`src/hdl/signed_integer_to_radix_digits_unit_defines.svh`:
```
// assertion macros shared by the radix text block
`ifndef SIGNED_INTEGER_TO_RADIX_DIGITS_UNIT_DEFINES_SVH
`define SIGNED_INTEGER_TO_RADIX_DIGITS_UNIT_DEFINES_SVH

// same-cycle implication, checked out of reset
`define SIRD_ASSERT_NOW(lbl, ante, cons) \
  lbl: assert property (@(posedge clk) disable iff (!rst_n) (ante) |-> (cons)) \
    else $error("sird check failed");

// next-cycle implication, checked out of reset
`define SIRD_ASSERT_NEXT(lbl, ante, cons) \
  lbl: assert property (@(posedge clk) disable iff (!rst_n) (ante) |=> (cons)) \
    else $error("sird check failed");

`endif

```
`src/hdl/sird_pkg.sv`:
```
// shared types and constants of the radix text block
`timescale 1ns / 1ps

package sird_pkg;

  localparam int VALUE_W    = 32;
  localparam int CHAR_W     = 8;
  localparam int COUNT_W    = 5;
  localparam int REM_W      = 4;
  localparam int CFG_IDX_W  = 2;
  localparam int CFG_DATA_W = 64;
  localparam int MAX_DIGITS = 32;
  localparam int ND_W       = 6;
  localparam int ITER_W     = 5;

  localparam logic [CHAR_W-1:0] MINUS_CHAR = 8'h2D;
  localparam logic [CHAR_W-1:0] PLUS_CHAR  = 8'h2B;

  localparam logic [CFG_IDX_W-1:0] CFG_ALPHA_LO = 2'd0;
  localparam logic [CFG_IDX_W-1:0] CFG_ALPHA_HI = 2'd1;
  localparam logic [CFG_IDX_W-1:0] CFG_COUNT    = 2'd2;

  typedef struct packed {
    logic busy;
    logic done;
  } div_stat_t;

endpackage

```
`src/hdl/sird_channels.sv`:
```
// valid/ready channel interfaces of the radix text block
`timescale 1ns / 1ps

interface sird_in_if;
  logic                                valid;
  logic                                ready;
  logic signed [sird_pkg::VALUE_W-1:0] value;

  modport source (output valid, output value, input ready);
  modport sink   (input valid, input value, output ready);
endinterface

interface sird_out_if;
  logic                         valid;
  logic                         ready;
  logic [sird_pkg::CHAR_W-1:0]  text_char;
  logic                         is_last;

  modport source (output valid, output text_char, output is_last, input ready);
  modport sink   (input valid, input text_char, input is_last, output ready);
endinterface

```
`src/hdl/sird_div.sv`:
```
// bit-serial restoring divider, one quotient bit per cycle
`timescale 1ns / 1ps

module sird_div (
  input  logic                          clk,
  input  logic                          rst_n,
  input  logic                          start,
  input  logic [sird_pkg::VALUE_W-1:0]  dividend,
  input  logic [sird_pkg::COUNT_W-1:0]  divisor,
  output logic [sird_pkg::VALUE_W-1:0]  quotient,
  output logic [sird_pkg::REM_W-1:0]    remainder,
  output sird_pkg::div_stat_t           stat
);
  import sird_pkg::*;

  logic [VALUE_W-1:0] q_r;
  logic [REM_W-1:0]   rem_r;
  logic [COUNT_W-1:0] divisor_r;
  logic [ITER_W-1:0]  cnt_r;
  logic               busy_r;
  logic               done_r;

  logic [REM_W:0]     trial;
  logic               fits;
  logic [REM_W:0]     diff;

  // shift in next dividend bit, subtract if it fits
  always_comb begin
    trial = {rem_r, q_r[VALUE_W-1]};
    fits  = trial >= divisor_r;
    diff  = trial - divisor_r;
  end

  always_ff @(posedge clk) begin
    if (!rst_n) begin
      busy_r <= 1'b0;
      done_r <= 1'b0;
      cnt_r  <= '0;
    end else if (start) begin
      busy_r <= 1'b1;
      done_r <= 1'b0;
      cnt_r  <= '0;
    end else if (busy_r) begin
      cnt_r <= cnt_r + ITER_W'(1);
      if (cnt_r == ITER_W'(VALUE_W - 1)) begin
        busy_r <= 1'b0;
        done_r <= 1'b1;
      end
    end else begin
      done_r <= 1'b0;
    end
  end

  always_ff @(posedge clk) begin
    if (start) begin
      q_r       <= dividend;
      rem_r     <= '0;
      divisor_r <= divisor;
    end else if (busy_r) begin
      q_r   <= {q_r[VALUE_W-2:0], fits};
      rem_r <= fits ? diff[REM_W-1:0] : trial[REM_W-1:0];
    end
  end

  assign quotient    = q_r;
  assign remainder   = rem_r;
  assign stat.busy   = busy_r;
  assign stat.done   = done_r;

`include "signed_integer_to_radix_digits_unit_defines.svh"

  `SIRD_ASSERT_NOW(a_no_restart_busy, start, !busy_r)
  `SIRD_ASSERT_NOW(a_rem_below_divisor, done_r, {1'b0, rem_r} < divisor_r)
  `SIRD_ASSERT_NEXT(a_done_single, done_r && !start, !done_r)

endmodule

```
`src/hdl/signed_integer_to_radix_digits_unit.sv`:
```
// top level: signed 32-bit value to text in a programmable radix
`timescale 1ns / 1ps
//
// in_if (sink): one beat carries a signed 32-bit value
// out_if (source): one beat per character, most significant digit first,
//   a leading minus sign for negative values, is_last on the final character
// cfg port: cfg_we writes cfg_wdata into register cfg_index
//   0 alphabet_low, 1 alphabet_high, 2 digit_count (the radix); others ignored
// a value is converted by repeated division of its magnitude by the radix in
//   one shared bit-serial divider (a load, then the quotient bits), digits
//   held in a 32-entry register file
// then the text streams out one character per cycle when the receiver takes it
// in_if.ready is high only while idle; the next value may be taken while the
//   final character still waits in the output register
// an invalid alphabet (radix below 2 or above ALPHABET_SIZE, a plus or minus
//   among used characters, or a repeated used character) drops the value
// a stalled receiver freezes the output register and the character stream
// synchronous reset returns to idle, empty output, config and control regs 0
//
module signed_integer_to_radix_digits_unit #(
  parameter int ALPHABET_SIZE = 16
) (
  input  logic                            clk,
  input  logic                            rst_n,
  sird_in_if.sink                         in_if,
  sird_out_if.source                      out_if,
  input  logic                            cfg_we,
  input  logic [sird_pkg::CFG_IDX_W-1:0]  cfg_index,
  input  logic [sird_pkg::CFG_DATA_W-1:0] cfg_wdata
);
  import sird_pkg::*;

  localparam int DIGIT_W = (ALPHABET_SIZE > 2) ? $clog2(ALPHABET_SIZE) : 1;

  typedef enum logic [2:0] {
    S_IDLE = 3'b001,
    S_DIV  = 3'b010,
    S_EMIT = 3'b100
  } state_t;

  // configuration registers
  logic [CFG_DATA_W-1:0] alpha_lo_r;
  logic [CFG_DATA_W-1:0] alpha_hi_r;
  logic [COUNT_W-1:0]    digit_count_r;

  state_t               state_r;
  logic                 neg_r;          // minus sign still to send
  logic [VALUE_W-1:0]   mag_r;          // dividend of the digit in progress
  logic [ND_W-1:0]      nd_r;           // digits produced so far
  logic [ND_W-1:0]      emit_idx_r;     // digits still to send
  logic [DIGIT_W-1:0]   digits_r [MAX_DIGITS];

  logic                 out_valid_r;
  logic [CHAR_W-1:0]    out_char_r;
  logic                 out_last_r;

  logic                 alpha_ok;
  logic                 in_take;
  logic                 div_start;
  logic [VALUE_W-1:0]   div_dividend;
  logic [VALUE_W-1:0]   quotient;
  logic [REM_W-1:0]     remainder;
  div_stat_t            div_stat;
  logic                 load_out;
  logic [ND_W-1:0]      nd_inc;
  logic [DIGIT_W-1:0]   rd_digit;
  logic [3:0]           rd_sel;
  logic [2*CFG_DATA_W-1:0] alpha_all;
  logic [CHAR_W-1:0]    digit_char;

  // configuration writes
  always_ff @(posedge clk) begin
    if (!rst_n) begin
      alpha_lo_r    <= '0;
      alpha_hi_r    <= '0;
      digit_count_r <= '0;
    end else if (cfg_we) begin
      case (cfg_index)
        CFG_ALPHA_LO: alpha_lo_r    <= cfg_wdata;
        CFG_ALPHA_HI: alpha_hi_r    <= cfg_wdata;
        CFG_COUNT:    digit_count_r <= cfg_wdata[COUNT_W-1:0];
        default:      ;
      endcase
    end
  end

  assign alpha_all = {alpha_hi_r, alpha_lo_r};

  // alphabet check: independent compares over the used characters
  always_comb begin
    alpha_ok = (digit_count_r >= COUNT_W'(2)) &&
               (digit_count_r <= COUNT_W'(ALPHABET_SIZE));
    for (int i = 0; i < ALPHABET_SIZE; i++) begin
      if (COUNT_W'(i) < digit_count_r) begin
        if (alpha_all[i*CHAR_W +: CHAR_W] == PLUS_CHAR ||
            alpha_all[i*CHAR_W +: CHAR_W] == MINUS_CHAR) begin
          alpha_ok = 1'b0;
        end
        for (int j = i + 1; j < ALPHABET_SIZE; j++) begin
          if (COUNT_W'(j) < digit_count_r &&
              alpha_all[j*CHAR_W +: CHAR_W] == alpha_all[i*CHAR_W +: CHAR_W]) begin
            alpha_ok = 1'b0;
          end
        end
      end
    end
  end

  assign in_if.ready = (state_r == S_IDLE);
  assign in_take     = in_if.valid && in_if.ready;

  // start on accept, restart straight from a finished digit
  assign nd_inc = nd_r + ND_W'(1);
  always_comb begin
    div_start    = 1'b0;
    div_dividend = mag_r;
    if (state_r == S_IDLE && in_take && alpha_ok) begin
      div_start    = 1'b1;
      div_dividend = in_if.value[VALUE_W-1] ? (VALUE_W'(0) - VALUE_W'(in_if.value))
                                            : VALUE_W'(in_if.value);
    end else if (state_r == S_DIV && div_stat.done &&
                 quotient != '0 && nd_inc < ND_W'(MAX_DIGITS)) begin
      div_start    = 1'b1;
      div_dividend = quotient;
    end
  end

  sird_div u_div (
    .clk       (clk),
    .rst_n     (rst_n),
    .start     (div_start),
    .dividend  (div_dividend),
    .divisor   (digit_count_r),
    .quotient  (quotient),
    .remainder (remainder),
    .stat      (div_stat)
  );

  // output register takes a new character when empty or being drained
  assign load_out   = (state_r == S_EMIT) && (!out_valid_r || out_if.ready);
  assign rd_digit   = digits_r[5'(emit_idx_r - ND_W'(1))];
  assign rd_sel     = 4'(rd_digit);
  assign digit_char = alpha_all[rd_sel*CHAR_W +: CHAR_W];

  always_ff @(posedge clk) begin
    if (!rst_n) begin
      state_r     <= S_IDLE;
      neg_r       <= 1'b0;
      nd_r        <= '0;
      emit_idx_r  <= '0;
      out_valid_r <= 1'b0;
    end else begin
      if (load_out) begin
        out_valid_r <= 1'b1;
      end else if (out_valid_r && out_if.ready) begin
        out_valid_r <= 1'b0;
      end
      case (state_r)
        S_IDLE: begin
          if (in_take && alpha_ok) begin
            neg_r   <= in_if.value[VALUE_W-1];
            nd_r    <= '0;
            state_r <= S_DIV;
          end
        end
        S_DIV: begin
          if (div_stat.done) begin
            nd_r <= nd_inc;
            if (!div_start) begin
              emit_idx_r <= nd_inc;
              state_r    <= S_EMIT;
            end
          end
        end
        S_EMIT: begin
          if (load_out) begin
            if (neg_r) begin
              neg_r <= 1'b0;
            end else begin
              emit_idx_r <= emit_idx_r - ND_W'(1);
              if (emit_idx_r == ND_W'(1)) begin
                state_r <= S_IDLE;
              end
            end
          end
        end
        default: state_r <= S_IDLE;
      endcase
    end
  end

  // payload: digit store, dividend, output character
  always_ff @(posedge clk) begin
    if (div_start) begin
      mag_r <= div_dividend;
    end
    if (state_r == S_DIV && div_stat.done) begin
      digits_r[nd_r[4:0]] <= DIGIT_W'(remainder);
    end
    if (load_out) begin
      out_char_r <= neg_r ? MINUS_CHAR : digit_char;
      out_last_r <= !neg_r && (emit_idx_r == ND_W'(1));
    end
  end

  assign out_if.valid     = out_valid_r;
  assign out_if.text_char = out_char_r;
  assign out_if.is_last   = out_last_r;

`include "signed_integer_to_radix_digits_unit_defines.svh"

  `SIRD_ASSERT_NOW(a_done_only_in_div, div_stat.done, state_r == S_DIV)
  `SIRD_ASSERT_NOW(a_busy_only_in_div, div_stat.busy, state_r == S_DIV)
  `SIRD_ASSERT_NOW(a_emit_has_work, state_r == S_EMIT, neg_r || emit_idx_r != '0)
  `SIRD_ASSERT_NOW(a_digit_room, state_r == S_DIV, nd_r < ND_W'(MAX_DIGITS))
  `SIRD_ASSERT_NEXT(a_last_ends_text, load_out && !neg_r && emit_idx_r == ND_W'(1),
                    state_r == S_IDLE && out_if.is_last)

endmodule
```
`src/flat_wrapper.sv`:
```
// flat-port wrapper written by rule: the top's interface ports become plain ports
module signed_integer_to_radix_digits_unit_flat import sird_pkg::*;
#(
  parameter int ALPHABET_SIZE = 16
)
  (clk, rst_n, cfg_we, cfg_index, cfg_wdata, in_if_valid, in_if_value, in_if_ready, out_if_valid, out_if_text_char, out_if_is_last, out_if_ready);
  sird_in_if in_if_i ();
  sird_out_if out_if_i ();
  input  logic clk;
  input  logic rst_n;
  input  logic cfg_we;
  input  logic [sird_pkg::CFG_IDX_W-1:0] cfg_index;
  input  logic [sird_pkg::CFG_DATA_W-1:0] cfg_wdata;
  input wire logic [$bits(in_if_i.valid)-1:0] in_if_valid;
  input wire logic [$bits(in_if_i.value)-1:0] in_if_value;
  output wire logic [$bits(in_if_i.ready)-1:0] in_if_ready;
  output wire logic [$bits(out_if_i.valid)-1:0] out_if_valid;
  output wire logic [$bits(out_if_i.text_char)-1:0] out_if_text_char;
  output wire logic [$bits(out_if_i.is_last)-1:0] out_if_is_last;
  input wire logic [$bits(out_if_i.ready)-1:0] out_if_ready;
  assign in_if_i.valid = in_if_valid;
  assign in_if_i.value = in_if_value;
  assign in_if_ready = in_if_i.ready;
  assign out_if_valid = out_if_i.valid;
  assign out_if_text_char = out_if_i.text_char;
  assign out_if_is_last = out_if_i.is_last;
  assign out_if_i.ready = out_if_ready;
  signed_integer_to_radix_digits_unit #(.ALPHABET_SIZE(ALPHABET_SIZE)) u_core (.clk(clk), .rst_n(rst_n), .in_if(in_if_i), .out_if(out_if_i), .cfg_we(cfg_we), .cfg_index(cfg_index), .cfg_wdata(cfg_wdata));
endmodule
```
`config.mk`:
```
export PLATFORM = sky130hd
export DESIGN_NAME = signed_integer_to_radix_digits_unit_flat
export DESIGN_NICKNAME = d
export VERILOG_FILES = /design/src/hdl/sird_pkg.sv /design/src/hdl/sird_channels.sv /design/src/hdl/sird_div.sv /design/src/hdl/signed_integer_to_radix_digits_unit.sv /design/src/flat_wrapper.sv
export VERILOG_INCLUDE_DIRS = /design/src /design/src/hdl
export SDC_FILE = /design/constraint.sdc
export NUM_CORES = 2
export LEC_CHECK = 0
export BUFFER_PORTS_ARGS = -buffer_cell sky130_fd_sc_hd__buf_2
export CAP_MARGIN = 0
export CELL_PAD_IN_SITES_DETAIL_PLACEMENT = 1
export CELL_PAD_IN_SITES_GLOBAL_PLACEMENT = 1
export CORE_ASPECT_RATIO = 0.5
export CORE_MARGIN = 8
export CORE_UTILIZATION = 35
export CTS_BUF_LIST = sky130_fd_sc_hd__clkbuf_4
export DETAILED_ROUTE_END_ITERATION = 10
export PLACE_DENSITY_LB_ADDON = 0.08
export SLEW_MARGIN = 40
export SYNTH_ARGS = -nofsm -noshare
export SYNTH_HDL_FRONTEND = slang
export SYNTH_HIERARCHICAL = 1
export SYNTH_SLANG_ARGS = --single-unit
```
`constraint.sdc`:
```
create_clock -name clk -period 5.3 [get_ports clk]
set_input_delay 0.53 -clock clk [delete_from_list [all_inputs] [get_ports clk]]
set_output_delay 0.53 -clock clk [all_outputs]
set_load 0.005 [all_outputs]
```
==> After elaboration in Yosys (flattened, before gate mapping) <==
Memory sizes are Yosys's and may differ from the RTL's.
Index checks and enable logic that the tools add are counted.
Widths: inputs -> output; s select.
{ "op_classes": {"mux": 185, "eq_ne": 165, "reduce_logical": 166, "shifts": 1, "n_bitwise": 2, "add_sub_neg": 5, "order_cmp": 20} }
{ "ops": {"columns": ["op", "count"], "rows": [
  ["$eq 8x8->1", 120],
  ["$eq 8x6->1 const B", 32],
  ["$mux 1", 163],
  ["$mux 32", 5],
  ["$logic_and 1x1->1", 131],
  ["$shiftx 128x8->8", 1],
  ["$lt 4x5->1 const A", 8],
  ["$mux 6", 6],
  ["$reduce_bool 32->1", 1],
  ["$sub 1x32->32 const A", 1],
  ["$pmux 6 s2", 2],
  ["$lt 3x5->1 const A", 4],
  ["$mux 3", 6],
  ["$logic_or 1x1->1", 17],
  ["$lt 1x5->1 const A", 2],
  ["$lt 2x5->1 const A", 2],
  ["$ne 2x2->1 const B", 5],
  ["$reduce_bool 2->1", 5],
  ["$pmux 3 s3", 1],
  ["$add 6x1->6 const B", 1],
  ["$eq 6x1->1 const B", 1],
  ["$lt 6x6->1 const B", 1],
  ["$reduce_and 2->1", 3],
  ["$reduce_and 3->1", 2],
  ["other kinds (22)", 24]
]} }
{ "word_totals": {"in_bits": 103, "mem_bits_rw": 128, "regBits": 239, "elab_cells": 562, "output_inout_bits": 11, "mem_count": 1} }
{ "memory_table": {"columns": ["memory", "words", "width", "read_ports", "rd_ports_with_merged_regs", "write_ports", "line", "text"], "rows": [
  ["u_core.digits_r", 32, 4, 1, 0, 1, "signed_integer_to_radix_digits_unit.sv:51", "logic [DIGIT_W-1:0] digits_r [MAX_DIGITS];"]
]} }

==> Depth between registers and ports, before layout <==
{ "depth": {"word_depth": 159, "depth_mapped": 16, "ltp_nobuf": 11} }

==> Hierarchy <==
The synthesis kept the hierarchy.
{ "modules_own_cells": {"columns": ["mod", "area_per_inst_um2", "seq_area_each_um2", "cells_each", "n_inst"], "rows": [
  ["signed_integer_to_radix_digits_unit", 27475.1, 8077.7, 2999, 1],
  ["sird_div", 2180.8, 1331.3, 151, 1]
]} }

==> Worst setup path before layout <==
OpenSTA, ideal clock, no wires.
{ "synth_path": {"path_type": "register -> register", "from": "register u_core.digit_count_r[1]", "to": "register u_core.u_div.q_r[0] (netlist: u_core/u_div/quotient[0]) (enable)", "path_buffers": 4, "t_required_ns": 4.925, "arrival_ns": 3.924, "slack_ns": 1.002, "synth_period_minus_slack_ns": 4.298, "stages_incl_launch_ff": 15, "setup_time_ns": 0.375, "path_cell_list": "dfxtp_1 > buf_6 > or2_4 > o31ai_4 > nor3_1 > nor4_2 > nand4_1 > or4_1 > nor4_1 > and4_1 > buf_6 > or2_2 > buf_2 > buf_2 > or2_2"} }
{ "synth_between": {"elab_chain_len": 157, "word_cells_on_any_way": 294, "cone_classes": "18 x order compare; 153 x mux; 123 x reduce/logical"} }
{ "synth_rtl": {"columns": ["element", "line", "text"], "rows": [
  ["start: declaration", "signed_integer_to_radix_digits_unit.sv:44", "logic [COUNT_W-1:0] digit_count_r;"],
  ["start signal: assignment", "signed_integer_to_radix_digits_unit.sv:81", "CFG_COUNT: digit_count_r <= cfg_wdata[COUNT_W-1:0];"],
  ["$ge 5x2->1 or $le 5x5->1 (tied branches)", "signed_integer_to_radix_digits_unit.sv:91, signed_integer_to_radix_digits_unit.sv:92", null],
  ["$logic_and 1x1->1", "signed_integer_to_radix_digits_unit.sv:91", "alpha_ok = (digit_count_r >= COUNT_W'(2)) &&"],
  ["$mux 1", "signed_integer_to_radix_digits_unit.sv:95", "if (alpha_all[i*CHAR_W +: CHAR_W] == PLUS_CHAR ||"],
  ["$mux 1 (15 in series)", "signed_integer_to_radix_digits_unit.sv:100", "if (COUNT_W'(j) < digit_count_r &&"],
  ["$mux 1", "signed_integer_to_radix_digits_unit.sv:94", "if (COUNT_W'(i) < digit_count_r) begin"],
  ["$mux 1", "signed_integer_to_radix_digits_unit.sv:95", null],
  ["$mux 1 (14 in series)", "signed_integer_to_radix_digits_unit.sv:100", null],
  ["$mux 1", "signed_integer_to_radix_digits_unit.sv:94", null],
  ["[115 not listed]", null, null],
  ["$mux 1", "signed_integer_to_radix_digits_unit.sv:100", null],
  ["$mux 1", "signed_integer_to_radix_digits_unit.sv:94", null],
  ["$mux 1", "signed_integer_to_radix_digits_unit.sv:95", null],
  ["$mux 1 *", "signed_integer_to_radix_digits_unit.sv:94", null],
  ["$logic_and 1x1->1 *", "signed_integer_to_radix_digits_unit.sv:117", "if (state_r == S_IDLE && in_take && alpha_ok) begin"],
  ["$mux 1 *", "signed_integer_to_radix_digits_unit.sv:117", null],
  ["net u_core.div_start", "signed_integer_to_radix_digits_unit.sv:59", "logic div_start;"],
  ["$reduce_bool 2->1 (no source line) *", null, null],
  ["end signal: assignment", "sird_div.sv:56", "q_r <= dividend;"],
  ["end signal: assignment", "sird_div.sv:60", "q_r <= {q_r[VALUE_W-2:0], fits};"],
  ["end: declaration", "sird_div.sv:16", "logic [VALUE_W-1:0] q_r;"]
]} }
The timed path passes the listed nets; every way through them passes the cells marked *.
A chain may end at the register's enable or synchronous reset.

==> Worst setup path after layout <==
{ "layout_path": {"from": "register u_core.digit_count_r[2]", "to": "register u_core.u_div.q_r[8] (netlist: u_core/u_div/quotient[8]) (data pin)"} }
{ "layout_between": {"elab_chain_len": 157, "word_cells_on_any_way": 295, "cone_classes": "18 x order compare; 155 x mux; 122 x reduce/logical"} }
{ "layout_rtl": {"columns": ["element", "line", "text"], "rows": [
  ["$ge 5x2->1 or $le 5x5->1 (tied branches)", "signed_integer_to_radix_digits_unit.sv:91, signed_integer_to_radix_digits_unit.sv:92", null],
  ["$logic_and 1x1->1", "signed_integer_to_radix_digits_unit.sv:91", null],
  ["$mux 1", "signed_integer_to_radix_digits_unit.sv:95", null],
  ["$mux 1 (15 in series)", "signed_integer_to_radix_digits_unit.sv:100", null],
  ["$mux 1", "signed_integer_to_radix_digits_unit.sv:94", null],
  ["$mux 1", "signed_integer_to_radix_digits_unit.sv:95", null],
  ["$mux 1 (14 in series)", "signed_integer_to_radix_digits_unit.sv:100", null],
  ["$mux 1", "signed_integer_to_radix_digits_unit.sv:94", null],
  ["[115 not listed]", null, null],
  ["$mux 1", "signed_integer_to_radix_digits_unit.sv:100", null],
  ["$mux 1", "signed_integer_to_radix_digits_unit.sv:94", null],
  ["$mux 1", "signed_integer_to_radix_digits_unit.sv:95", null],
  ["$mux 1 *", "signed_integer_to_radix_digits_unit.sv:94", null],
  ["$logic_and 1x1->1 *", "signed_integer_to_radix_digits_unit.sv:117", null],
  ["$mux 32 *", "signed_integer_to_radix_digits_unit.sv:117", null],
  ["net u_core.div_dividend[8]", "signed_integer_to_radix_digits_unit.sv:60", "logic [VALUE_W-1:0] div_dividend;"],
  ["$mux 32 *", "sird_div.sv:55", "if (start) begin"]
]} }
Marks and branches as above.

==> results by group <==
Outcome
  • Status: complete, no violations

Floorplanning
  • Die width: 428 um
  • Starting Density: 0.353
  • Core Box Area: 83900 um^2
  • DIE AREA: 94800 um^2
  • Die Y: 222 um
  • Ports: 114
  • Num rows: 75

CTS
  • Post-CTS Setup Inserts: 0
  • Sink Count: 367
  • Cts hold-fix bufs: 103
  • H-tree depth: 3
  • Clock Root Buffer: clkbuf_4
  • Maximum buffer depth of the clock tree: 3
  • TritonCTS clock tree: built
  • Worst-path clk slew: 0.07 ns
  • Total CTS buffers: 94
  • Post-CTS sizing: 0
  • Clk Latency, worst-skew pair: 1.04 ns

Timing
  • Clock Skew: 0.0801 ns
  • RSZ-0062 raised after global routing: no
  • Worst Tran Pin Value: 0.929 ns
  • Final period util: 0.922
  • Slew Limit Headroom: 0.379
  • # setup viols final: 0
  • Max-slew violations: 0
  • Setup TNS: 0 ns
  • Min Tclk post-route: 4.89 ns
  • Final hold vios: 0
  • Final hold slack: 0.203 ns
  • Max Fclk: 0.205 GHz

Drt
  • Initial DRC count: 2604
  • Vias/cell: 5.75
  • WL per Instance: 29.6 um
  • DRC errors left: 0
  • Final ANT Viol Nets: 0
  • WL final: 134000 um
  • Vias: 26100
  • Initial DRT Pass Iterations: 5

GRT
  • Initial antenna violation count: 3
  • First-pass GRT wire length: 195000 um
  • Vias in the first global route: 26700
  • Largest net degree at the start of global routing: 76
  • GR Util All Layers: 0.276
  • GRT Residual Overflow: 0

Logic synthesis
  • Synth warnings: 6
  • Synth Area per Inst: 9.42 um^2
  • Synthesized area: 29600 um^2
  • Gate Count Post-Synth: 3149
  • Syn nets: 3267

Worst setup path
  • FF-to-FF End: u_core/u_div/quotient[8]
  • Crit end category: flip-flop
  • Origin of the critical flop-to-flop path: u_core/digit_count_r[2]
  • Worst EP required: 6.07 ns
  • Kind of critical path: reg2reg
  • CP max FO: 41
  • Setup crit start kind: flip-flop
  • R2R setup slack: 0.41 ns
  • Worst r2r path cells: 11
  • Crit path arrival time: 5.66 ns

Worst hold path
  • Hold Path Class: in2reg
  • Hold path depth: 5
  • Min-delay src: cfg_we
  • Hold path endpoint: u_core/alpha_hi_r[8]

Finish
  • Post-Layout Cell Count: 4542
  • Layout Utilization: 0.408
  • Syn-to-layout area delta: 15.3%
  • Final non-filler cell area: 34200 um^2
  • Fin nets: 3472
  • Share of layout cells above drive strength 1: 0.189

Placed design
  • Placer congestion estimate: 0.971
  • Port buffer count: 113
  • Dpl cells: 4270
  • Detail Placement HPWL: 94700 um
  • Dpl cell area: 31900 um^2

Job
  • Max Cap Viol: 0

Pwr
  • VDD IR max: 150 uV
  • Leak: 11.9 nW
  • PwrDens: 226 nW/um^2
==> placed cells by master, fill, tap and decap left out, types with 21 or more instances in the layout <==
| cell type | n |
|---|---|
| a21oi_1 | 30 |
| nand4_1 | 190 |
| nand3_1 | 35 |
| a211oi_1 | 22 |
| buf_4 | 237 |
| xor2_1 | 258 |
| xnor2_1 | 747 |
| nor2_1 | 70 |
| mux2i_1 | 110 |
| nor2b_1 | 26 |
| mux2_2 | 32 |
| dlygate4sd3_1 | 103 |
| clkinv_1 | 21 |
| mux4_2 | 50 |
| clkbuf_4 | 135 |
| dfxtp_1 | 136 |
| dfxtp_2 | 25 |
| a31oi_1 | 21 |
| nand2_1 | 290 |
| o21ai_0 | 23 |
| buf_2 | 112 |
| nor3_1 | 94 |
| a21boi_0 | 129 |
| inv_1 | 24 |
| nor4_1 | 87 |
| edfxtp_1 | 206 |
==> through the flow <==
step	worst slack, ns	power (mW)
4_1_cts	0.497	7.81
5_1_grt	0.343	8.09
3_5_place_dp	0.500	5.15
6_report	0.412	7.72
2_1_floorplan	1.00	4.47
3_3_place_gp	0.546	5.12
==> how the worst max path moves through the flow <==
stage | startpoint | endpoint | slack [ns]
floorplan | u_core/digit_count_r[1] | u_core/u_div/quotient[0] | 1.00
global placement | u_core/alpha_lo_r[13] | u_core/u_div/quotient[12] | 0.55
detailed placement | u_core/digit_count_r[2] | u_core/u_div/quotient[14] | 0.50
CTS | u_core/digit_count_r[2] | u_core/u_div/quotient[14] | 0.50
global route | u_core/digit_count_r[2] | u_core/u_div/quotient[20] | 0.34
finish | u_core/digit_count_r[2] | u_core/u_div/quotient[8] | 0.41
==> power by group <==
| group | switching, mW | leakage [nW] | internal, mW |
|---|---|---|---|
| Combinational | 1.05 | 7.99 | 0.712 |
| Clock | 1.32 | 0.696 | 1.22 |
| Sequential | 0.178 | 3.18 | 3.23 |
| Total | 2.55 | 11.9 | 5.16 |
==> final cells by class <==
cell class                      instances  area [um^2]
Tap cell                             1116         1400
Multi-Input combinational cell       2402        18500
Fill cell                            9570        49700
Sequential cell                       367         9440
Clock buffer                          135         1010
Timing Repair Buffer                  465         3620
Inverter                               24         90.1
Antenna cell                            4         10.0
Clock inverter                         29          169
==> state kept, by name, indices dropped and copies added, names as in the netlist, 3 cells and up <==
signal / cells
u_core/nd_r: 6
u_core/out_if.text_char: 8
u_core/digit_count_r: 5
u_core/state_r: 3
u_core/digits_r: 128
u_core/alpha_hi_r: 64
u_core/u_div/divisor_r: 5
u_core/emit_idx_r: 6
u_core/mag_r: 32
u_core/u_div/quotient: 32
u_core/alpha_lo_r: 64
u_core/u_div/cnt_r: 5
u_core/u_div/remainder: 4
==> layer usage <==
metal	part of all wire	global-route usage
met5	0	0
met4	0.037	0.102
met3	0.077	0.0540
met2	0.43	0.420
met1	0.45	0.387
==> critical path, stage by stage, from the launching register on <==
cell	delay [ns]
dfxtp_1	0.55
or3_1	0.57
a21oi_2	0.29
nor3_1	0.18
a41oi_1	0.41
o31ai_1	0.20
o32a_1	0.37
nor4_1	0.44
and4_2	0.46
buf_4	0.63
mux2i_1	0.20
mux2_2	0.30
(Power assumes the default switching activity.)
